File: src/hw/rtl/y2r_pkg.sv
`timescale 1ns / 1ps
// Shared types, constants and helpers for the YUV 4:2:2 to RGB24 converter.
package y2r_pkg;

  // Byte order of one macropixel, as held in the configuration register.
  typedef enum logic {
    Y2R_ORDER_YUYV = 1'b0,
    Y2R_ORDER_UYVY = 1'b1
  } y2r_order_t;

  // Macropixel after byte-order classification.
  typedef struct packed {
    logic [7:0] y0;
    logic [7:0] y1;
    logic [7:0] u;
    logic [7:0] v;
    logic       frame_end;
  } y2r_item_t;

  // Two converted pixels plus the frame marker.
  typedef struct packed {
    logic [7:0] blue0;
    logic [7:0] green0;
    logic [7:0] red0;
    logic [7:0] blue1;
    logic [7:0] green1;
    logic [7:0] red1;
    logic       frame_end;
  } y2r_pix_t;

  localparam int Y2R_QUEUE_DEPTH = 2;

  // Chroma offset and fixed-point coefficients (scale 1/256).
  localparam logic signed [8:0] Y2R_CHROMA_OFS = 9'sd128;
  localparam logic signed [9:0] Y2R_K_CB       = 10'sd454;
  localparam logic signed [9:0] Y2R_K_CR       = 10'sd359;
  localparam logic signed [9:0] Y2R_K_CGU      = 10'sd88;
  localparam logic signed [9:0] Y2R_K_CGV      = 10'sd183;
  localparam logic signed [12:0] Y2R_PIX_MAX   = 13'sd255;

  // Saturate a signed sum to 0..255.
  function automatic logic [7:0] y2r_clamp8(input logic signed [12:0] val);
    logic [7:0] res;
    if (val < 13'sd0) begin
      res = 8'd0;
    end else if (val > Y2R_PIX_MAX) begin
      res = 8'd255;
    end else begin
      res = val[7:0];
    end
    return res;
  endfunction

endpackage

File: src/hw/rtl/y2r_fifo.sv
`timescale 1ns / 1ps
// Small generic register-based FIFO used between front and back.
module y2r_fifo #(
  parameter int WIDTH = 8,
  parameter int DEPTH = 2
) (
  input  logic             clk,
  input  logic             rst_n,
  input  logic             push,
  input  logic [WIDTH-1:0] wr_data,
  output logic             full,
  input  logic             pop,
  output logic [WIDTH-1:0] rd_data,
  output logic             empty
);

  localparam int AW = (DEPTH > 1) ? $clog2(DEPTH) : 1;
  localparam int CW = $clog2(DEPTH + 1);
  localparam logic [AW-1:0] LAST = AW'(DEPTH - 1);
  localparam logic [CW-1:0] FULL_CNT = CW'(DEPTH);

  logic [WIDTH-1:0] mem_r [DEPTH];
  logic [AW-1:0]    wr_ptr_r, wr_ptr_nxt;
  logic [AW-1:0]    rd_ptr_r, rd_ptr_nxt;
  logic [CW-1:0]    count_r, count_nxt;
  logic             do_push, do_pop;

  assign full    = (count_r == FULL_CNT);
  assign empty   = (count_r == '0);
  assign do_push = push && !full;
  assign do_pop  = pop && !empty;
  assign rd_data = mem_r[rd_ptr_r];

  always_comb begin
    wr_ptr_nxt = wr_ptr_r;
    rd_ptr_nxt = rd_ptr_r;
    count_nxt  = count_r;
    if (do_push) begin
      wr_ptr_nxt = (wr_ptr_r == LAST) ? '0 : wr_ptr_r + 1'b1;
    end
    if (do_pop) begin
      rd_ptr_nxt = (rd_ptr_r == LAST) ? '0 : rd_ptr_r + 1'b1;
    end
    if (do_push && !do_pop) begin
      count_nxt = count_r + 1'b1;
    end else if (do_pop && !do_push) begin
      count_nxt = count_r - 1'b1;
    end
  end

  always_ff @(posedge clk) begin
    if (!rst_n) begin
      wr_ptr_r <= '0;
      rd_ptr_r <= '0;
      count_r  <= '0;
    end else begin
      wr_ptr_r <= wr_ptr_nxt;
      rd_ptr_r <= rd_ptr_nxt;
      count_r  <= count_nxt;
    end
  end

  always_ff @(posedge clk) begin
    if (do_push) begin
      mem_r[wr_ptr_r] <= wr_data;
    end
  end

  a_count_bound: assert property (@(posedge clk) disable iff (!rst_n)
    count_r <= FULL_CNT)
    else $error("fifo count above depth");

  a_count_up: assert property (@(posedge clk) disable iff (!rst_n)
    (do_push && !do_pop) |=> (count_r == $past(count_r) + 1'b1))
    else $error("fifo count did not advance on write");

  a_ptr_match: assert property (@(posedge clk) disable iff (!rst_n)
    (empty || full) |-> (wr_ptr_r == rd_ptr_r))
    else $error("fifo pointers disagree with count");

endmodule

File: src/hw/rtl/y2r_front.sv
`timescale 1ns / 1ps
// Front end: accepts macropixels and sorts the bytes into lumas and chromas.
module y2r_front (
  input  logic                  in_push,
  output logic                  in_full,
  input  logic [7:0]            in_byte0,
  input  logic [7:0]            in_byte1,
  input  logic [7:0]            in_byte2,
  input  logic [7:0]            in_byte3,
  input  logic                  in_frame_end_in,
  input  y2r_pkg::y2r_order_t   byte_order,
  input  logic                  q_full,
  output logic                  q_push,
  output y2r_pkg::y2r_item_t    q_item
);
  import y2r_pkg::*;

  assign in_full = q_full;
  assign q_push  = in_push;

  always_comb begin
    q_item.frame_end = in_frame_end_in;
    case (byte_order)
      Y2R_ORDER_YUYV: begin
        q_item.y0 = in_byte0;
        q_item.u  = in_byte1;
        q_item.y1 = in_byte2;
        q_item.v  = in_byte3;
      end
      Y2R_ORDER_UYVY: begin
        q_item.u  = in_byte0;
        q_item.y0 = in_byte1;
        q_item.v  = in_byte2;
        q_item.y1 = in_byte3;
      end
      default: begin
        q_item.y0 = in_byte0;
        q_item.u  = in_byte1;
        q_item.y1 = in_byte2;
        q_item.v  = in_byte3;
      end
    endcase
  end

endmodule

File: src/hw/rtl/y2r_back.sv
`timescale 1ns / 1ps
// Back end: two-stage multiply / add-clamp pipeline feeding the result register.
module y2r_back (
  input  logic                clk,
  input  logic                rst_n,
  input  logic                q_empty,
  input  y2r_pkg::y2r_item_t  q_item,
  output logic                q_pop,
  output logic                out_empty,
  input  logic                out_pop,
  output y2r_pkg::y2r_pix_t   out_pix
);
  import y2r_pkg::*;

  // Stage 1: chroma products.
  logic              s1_v_r, s1_v_nxt;
  logic signed [18:0] cb_p_r, cr_p_r, cgu_p_r, cgv_p_r;
  logic [7:0]        y0_r, y1_r;
  logic              fe_r;
  // Stage 2: result register.
  logic              s2_v_r, s2_v_nxt;
  y2r_pix_t          pix_r, pix_nxt;

  logic              s2_ready, s1_ready;
  logic signed [8:0] u_c, v_c;
  logic signed [18:0] cb_p, cr_p, cgu_p, cgv_p;
  logic signed [19:0] cg_sum;
  logic signed [12:0] cb_w, cr_w, cg_w, y0_w, y1_w;

  assign s2_ready = !s2_v_r || out_pop;
  assign s1_ready = !s1_v_r || s2_ready;
  assign q_pop    = s1_ready && !q_empty;

  assign u_c   = $signed({1'b0, q_item.u}) - Y2R_CHROMA_OFS;
  assign v_c   = $signed({1'b0, q_item.v}) - Y2R_CHROMA_OFS;
  assign cb_p  = u_c * Y2R_K_CB;
  assign cr_p  = v_c * Y2R_K_CR;
  assign cgu_p = u_c * Y2R_K_CGU;
  assign cgv_p = v_c * Y2R_K_CGV;

  // Arithmetic shift right by 8 is the upper bits of each product.
  assign cg_sum = 20'(cgu_p_r) + 20'(cgv_p_r);
  assign cb_w   = 13'($signed(cb_p_r[18:8]));
  assign cr_w   = 13'($signed(cr_p_r[18:8]));
  assign cg_w   = 13'($signed(cg_sum[19:8]));
  assign y0_w   = $signed({5'b0, y0_r});
  assign y1_w   = $signed({5'b0, y1_r});

  always_comb begin
    pix_nxt.blue0     = y2r_clamp8(y0_w + cb_w);
    pix_nxt.green0    = y2r_clamp8(y0_w - cg_w);
    pix_nxt.red0      = y2r_clamp8(y0_w + cr_w);
    pix_nxt.blue1     = y2r_clamp8(y1_w + cb_w);
    pix_nxt.green1    = y2r_clamp8(y1_w - cg_w);
    pix_nxt.red1      = y2r_clamp8(y1_w + cr_w);
    pix_nxt.frame_end = fe_r;
  end

  always_comb begin
    s1_v_nxt = s1_v_r;
    s2_v_nxt = s2_v_r;
    if (s1_ready) begin
      s1_v_nxt = q_pop;
    end
    if (s2_ready) begin
      s2_v_nxt = s1_v_r;
    end
  end

  always_ff @(posedge clk) begin
    if (!rst_n) begin
      s1_v_r <= 1'b0;
      s2_v_r <= 1'b0;
    end else begin
      s1_v_r <= s1_v_nxt;
      s2_v_r <= s2_v_nxt;
    end
  end

  always_ff @(posedge clk) begin
    if (q_pop) begin
      cb_p_r  <= cb_p;
      cr_p_r  <= cr_p;
      cgu_p_r <= cgu_p;
      cgv_p_r <= cgv_p;
      y0_r    <= q_item.y0;
      y1_r    <= q_item.y1;
      fe_r    <= q_item.frame_end;
    end
    if (s2_ready && s1_v_r) begin
      pix_r <= pix_nxt;
    end
  end

  assign out_empty = !s2_v_r;
  assign out_pix   = pix_r;

  a_s1_moves: assert property (@(posedge clk) disable iff (!rst_n)
    (s1_v_r && s2_ready) |=> s2_v_r)
    else $error("stage 1 item lost on advance");

  a_pop_fills: assert property (@(posedge clk) disable iff (!rst_n)
    q_pop |=> s1_v_r)
    else $error("queue read without stage 1 load");

  a_no_overwrite: assert property (@(posedge clk) disable iff (!rst_n)
    (s2_v_r && !out_pop) |=> (s2_v_r && $stable(pix_r)))
    else $error("pending result overwritten");

endmodule

File: src/hw/rtl/yuv422_to_rgb24_converter.sv
`timescale 1ns / 1ps
// A macropixel passes through the queue, the multiply stage and the result register to the out_ ports.
// Throughput: one macropixel per cycle, as long as out_pop does not hold back the result register.
// With out_pop low, QUEUE_DEPTH + 2 items are taken in (queue plus both stages) before full.
// Reset (rst_n low, synchronous) empties the queue and pipeline and sets byte_order to YUYV.
// The configuration channel is always ready; write it only while the block is idle.
module yuv422_to_rgb24_converter #(
  parameter int QUEUE_DEPTH = y2r_pkg::Y2R_QUEUE_DEPTH
) (
  input  logic       clk,
  input  logic       rst_n,
  // Input macropixel channel.
  input  logic       in_push,
  output logic       in_full,
  input  logic [7:0] in_byte0,
  input  logic [7:0] in_byte1,
  input  logic [7:0] in_byte2,
  input  logic [7:0] in_byte3,
  input  logic       in_frame_end_in,
  // Result channel.
  output logic       out_empty,
  input  logic       out_pop,
  output logic [7:0] out_blue0,
  output logic [7:0] out_green0,
  output logic [7:0] out_red0,
  output logic [7:0] out_blue1,
  output logic [7:0] out_green1,
  output logic [7:0] out_red1,
  output logic       out_frame_end_out,
  // Byte-order register write.
  input  logic       cfg_valid,
  output logic       cfg_ready,
  input  logic       cfg_data
);
  import y2r_pkg::*;

  y2r_order_t byte_order_r, byte_order_nxt;
  y2r_item_t  fr_item, q_item;
  y2r_pix_t   pix;
  logic       q_push, q_full, q_pop, q_empty;

  // Config register: a transfer needs only cfg_valid, bit 0 is the order.
  assign cfg_ready = 1'b1;

  always_comb begin
    byte_order_nxt = byte_order_r;
    if (cfg_valid && cfg_ready) begin
      byte_order_nxt = y2r_order_t'(cfg_data);
    end
  end

  always_ff @(posedge clk) begin
    if (!rst_n) begin
      byte_order_r <= Y2R_ORDER_YUYV;
    end else begin
      byte_order_r <= byte_order_nxt;
    end
  end

  // Front: byte-order sort, straight into the queue.
  y2r_front u_front (
    .in_push         (in_push),
    .in_full         (in_full),
    .in_byte0        (in_byte0),
    .in_byte1        (in_byte1),
    .in_byte2        (in_byte2),
    .in_byte3        (in_byte3),
    .in_frame_end_in (in_frame_end_in),
    .byte_order      (byte_order_r),
    .q_full          (q_full),
    .q_push          (q_push),
    .q_item          (fr_item)
  );

  // Decoupling queue between the front and the arithmetic back end.
  y2r_fifo #(
    .WIDTH ($bits(y2r_item_t)),
    .DEPTH (QUEUE_DEPTH)
  ) u_queue (
    .clk     (clk),
    .rst_n   (rst_n),
    .push    (q_push),
    .wr_data (fr_item),
    .full    (q_full),
    .pop     (q_pop),
    .rd_data (q_item),
    .empty   (q_empty)
  );

  // Back: multiply stage, then add/clamp into the result register.
  y2r_back u_back (
    .clk       (clk),
    .rst_n     (rst_n),
    .q_empty   (q_empty),
    .q_item    (q_item),
    .q_pop     (q_pop),
    .out_empty (out_empty),
    .out_pop   (out_pop),
    .out_pix   (pix)
  );

  assign out_blue0         = pix.blue0;
  assign out_green0        = pix.green0;
  assign out_red0          = pix.red0;
  assign out_blue1         = pix.blue1;
  assign out_green1        = pix.green1;
  assign out_red1          = pix.red1;
  assign out_frame_end_out = pix.frame_end;

  a_cfg_write: assert property (@(posedge clk) disable iff (!rst_n)
    (cfg_valid && cfg_ready) |=> (byte_order_r == y2r_order_t'($past(cfg_data))))
    else $error("byte order register missed a write");

  a_cfg_hold: assert property (@(posedge clk) disable iff (!rst_n)
    !cfg_valid |=> $stable(byte_order_r))
    else $error("byte order changed without a write");

  a_full_blocks: assert property (@(posedge clk) disable iff (!rst_n)
    (in_full && !q_pop) |=> in_full)
    else $error("queue drained without a read");

endmodule
File: config.mk
export PLATFORM = sky130hd
export DESIGN_NAME = yuv422_to_rgb24_converter
export DESIGN_NICKNAME = d
export VERILOG_FILES = /design/src/hw/rtl/y2r_pkg.sv /design/src/hw/rtl/y2r_fifo.sv /design/src/hw/rtl/y2r_front.sv /design/src/hw/rtl/y2r_back.sv /design/src/hw/rtl/yuv422_to_rgb24_converter.sv
export SDC_FILE = /design/constraint.sdc
export NUM_CORES = 1
export LEC_CHECK = 0
export ABC_AREA = 1
export ABC_CLOCK_PERIOD_IN_PS = 4900
export BUFFER_PORTS_ARGS = -buffer_cell sky130_fd_sc_hd__buf_2
export CORE_MARGIN = 2
export CORE_UTILIZATION = 25
export DETAILED_ROUTE_END_ITERATION = 10
export PLACE_DENSITY = 0.51
export SYNTH_ARGS = -nofsm -noshare
export SYNTH_HDL_FRONTEND = slang
export SYNTH_SLANG_ARGS = --single-unit
File: constraint.sdc
create_clock -name clk -period 4.9 [get_ports clk]
set_input_delay 0.49 -clock clk [delete_from_list [all_inputs] [get_ports clk]]
set_output_delay 0.49 -clock clk [all_outputs]
set_load 0.05 [all_outputs]
==> out/qor.yml <==
crit_required_ps: 5110
die_height_microns: 247
combinational_family_with_the_most_area_after_synthesis: "adder cells"
routed_wire_length_per_instance_microns: 14.0
tritoncts_clock_tree: "yes"
mappedNetlistNets: 1875
antenna_cells_inserted: 0
detailed_place_hpwl_microns: 29000
site_row_count: 89
placedInstanceArea_sq_um: 16400
port_buffers: 89
timing.final.crit_share_pct: 95.4
finalWorstSetupSlack_ps: 228
arrival_ps: 4880
track_usage_pct: 11.9
maximum_root_to_sink_buffer_count: 2
ys_async_sr_fraction_pct: 0
critPathMaxFanout: 8
timing.slew.headroom_pct: 33.1
ys.warnings.count: 0
vias: 10600
synth_area_sq_um: 14800
antenna_violating_nets_post_route: 0
detail_route.drc_violations: 0
fill_cells: 6132
yosys.area_share.simple_pct: 14.9
outcome: "finished, final reports clean"
post-place-ws_ps: 8.62
timing.setup.tns_ps: 0
clock_skew_ps: 15.9
cts.sinks: 191
worst_setup_path_end_kind: "register"
clock_slew_at_the_register_clock_pins_of_the_worst_setup_and_hold_paths_ps: 80
post_synthesis_share_of_cell_area_spent_on_xor_and_xnor_gates_pct: 6.10
synth_cells: 1585
crit_buf_inv: 6
timing.fmax_ghz: 0.214
ioPinCount: 91
grt_max_degree: 66
start_util_pct: 25.1
slowest_stage: "fa_1"
critical_path.max_stage_delay_ps: 550
critical_path_class: "reg -> reg"
vias_in_the_first_global_route: 10500
hold_path_class: "in -> reg"
number_of_maximum_capacitance_constraint_violations: 0
synthesis.area_per_instance_sq_um: 9.31
synth_sequential_area_ratio_pct: 38.3
cts_bufs_inserted: 17
synth.ff_latch_count: 191
chipWidth_microns: 247
hold_violations: 0
setup_violations: 0
floorplan.die_area_sq_um: 61000
kind_of_start_point_of_the_critical_path: "register"
area_delta_synth_final_pct: 16.4
path_cells: "inv_2 -> or2_2 -> o21ai_0 -> buf_4 -> fa_2 -> fa_1 -> inv_1 -> ha_1 -> inv_1 -> fa_1 -> inv_1 -> ha_1 -> nand3_1 -> nand3_1 -> nand4_1 -> o211ai_1 -> a21oi_1 -> o21bai_1 -> nand2_1 -> inv_1 -> o21ai_1 -> xor2_1"
number_of_antenna_violations_at_the_first_check_in_global_routing: 1
drt-vias-per-instance: 4.26
floorplan.core_area_sq_um: 58700
drt_wl_total_microns: 35100
grt_pass1_wl_microns: 56100
synth_compound_gate_area_share_pct: 8.44
synthFlopType: "edfxtp_1"
globalRoute.totalOverflow: 0
finish.net_count: 2005
timing.final.max_slew_violations: 0
crit_family: "adder cells"
timing.final.crit_period_ps: 4670
h-tree-depth: 4
layout-drive-gt1-share_pct: 13.5
finalWeightedCongestion: 0.887
drtIter0Drc: 478
worst-slew-pin-transition_ps: 1000
synth_enable_flop_cells: 183
postLayoutCellArea_sq_um: 17200
drt_pass1_iterations: 5
clockRootBuffer: "clkbuf_16"
timing.critical_path.mode_cell: "inv_1"
worstSkewPairLatency_ps: 470
synth_fa_ha_area_share_pct: 24.5
netlist-cell-type-count: 43
synth.mux.area_fraction_pct: 0
[layer usage]
layer  global-route usage, %  wire [microns]  up-vias
li1                        -               -     5504
met3                    2.05            1160       44
met2                    18.9           15600      182
met4                    4.46             977        0
met5                       0               0        -
met1                    16.2           17400     4919
[final cells by class]
cell class | count | area, sq um | area share [%]
timing repair buffer | 129 | 753 | 4.39
inverter | 284 | 1070 | 6.21
sequential | 191 | 5660 | 32.9
clock inverter | 15 | 208 | 1.21
multi-input combinational | 1092 | 8100 | 47.2
clock buffer | 17 | 425 | 2.48
tap | 773 | 967 | 5.63
[metrics by stage]
| step | hold slack, ps | utilization [%] | instances |
|---|---|---|---|
| finish | 194 | 29.3 | 2501 |
| global placement | 441 | 28.0 | 2468 |
| CTS | 164 | 29.1 | 2500 |
| detailed placement | 440 | 28.0 | 2468 |
| global route | 170 | 29.3 | 2501 |
| floorplan | 400 | - | 1585 |
[cells in the final DEF (no fill, tap or decap), types with 43 or more instances in the layout]
cell,n
nand2_1,282
inv_1,275
ha_1,183
edfxtp_1,183
a21oi_1,132
buf_2,89
nor2_1,84
nand3_1,74
xor2_1,72
fa_1,60
o21ai_0,43
[cells by family after synthesis]
kind of cell,count (synthesis)
AO/OA/AOI/OAI,229
adder cells (fa/ha/maj),251
AND/OR/NAND/NOR,509
other,1
XOR/XNOR,102
flip-flops,191
buffers and inverters,302
[registers in the layout, indices dropped and copies added, names as in the netlist, named ones only]
signal,cells
u_back.s1_v_r,1
u_back.out_pix,49
u_queue.rd_ptr_r,1
u_queue.count_r,2
u_back.s2_v_r,1
u_queue.wr_ptr_r,1
u_back.fe_r,1
u_back.y0_r,8
u_back.cgv_p_r,15
u_back.cb_p_r,14
byte_order_r,1
u_back.cgu_p_r,11
u_back.y1_r,8
u_queue.mem_r,66
u_back.cr_p_r,11
[path summary, 6_finish.rpt]
| check | startpoint | endpoint | slack [ps] | cells after the start |
|---|---|---|---|---|
| min | cfg_valid | byte_order_r | 190 | 2 |
| max | register | u_back.cgv_p_r[16] | 230 | 22 |
| min reg2reg | u_queue.rd_ptr_r | register | 450 | 1 |
| max reg2reg | register | u_back.cgv_p_r[16] | 230 | 22 |
[repair_timing]
action | 4_1_cts | 5_1_grt
hold endpoints to repair | 0 | 0
gates resized for setup | 1 | 32
buffers inserted | 0 | 1
endpoints found under the setup margin | 3 | 14
pin swaps | 0 | 8
hold buffers | 0 | 0
[Yosys cell counts (2+ instances only)]
master    instances  share of area (%)
a21o_1            5               0.25
a21oi_1         137                4.6
a21oi_2           7               0.42
a31oi_1           3               0.13
buf_1             3              0.076
buf_2             2              0.068
clkbuf_1         12               0.31
dfxtp_1           8                1.1
edfxtp_1        183                 37
fa_1             64                8.7
ha_1            187                 16
inv_1           279                7.1
inv_2             4               0.10
nand2_1         284                7.2
nand2_2           8               0.34
nand3_1          74                2.5
nand3_2           6               0.41
nand4_1          16               0.68
nor2_1           87                2.2
nor2_2            4               0.17
nor3_1           14               0.47
o211ai_1          9               0.46
o21ai_0          53                1.8
o21ai_1           2              0.068
o21bai_1          8               0.41
or2_2            10               0.42
xnor2_1          29                1.7
xor2_1           72                4.3
Power is left out: the tool's default activity adds up to more than one toggle a clock period on the data nets, which glitch-free logic cannot reach.
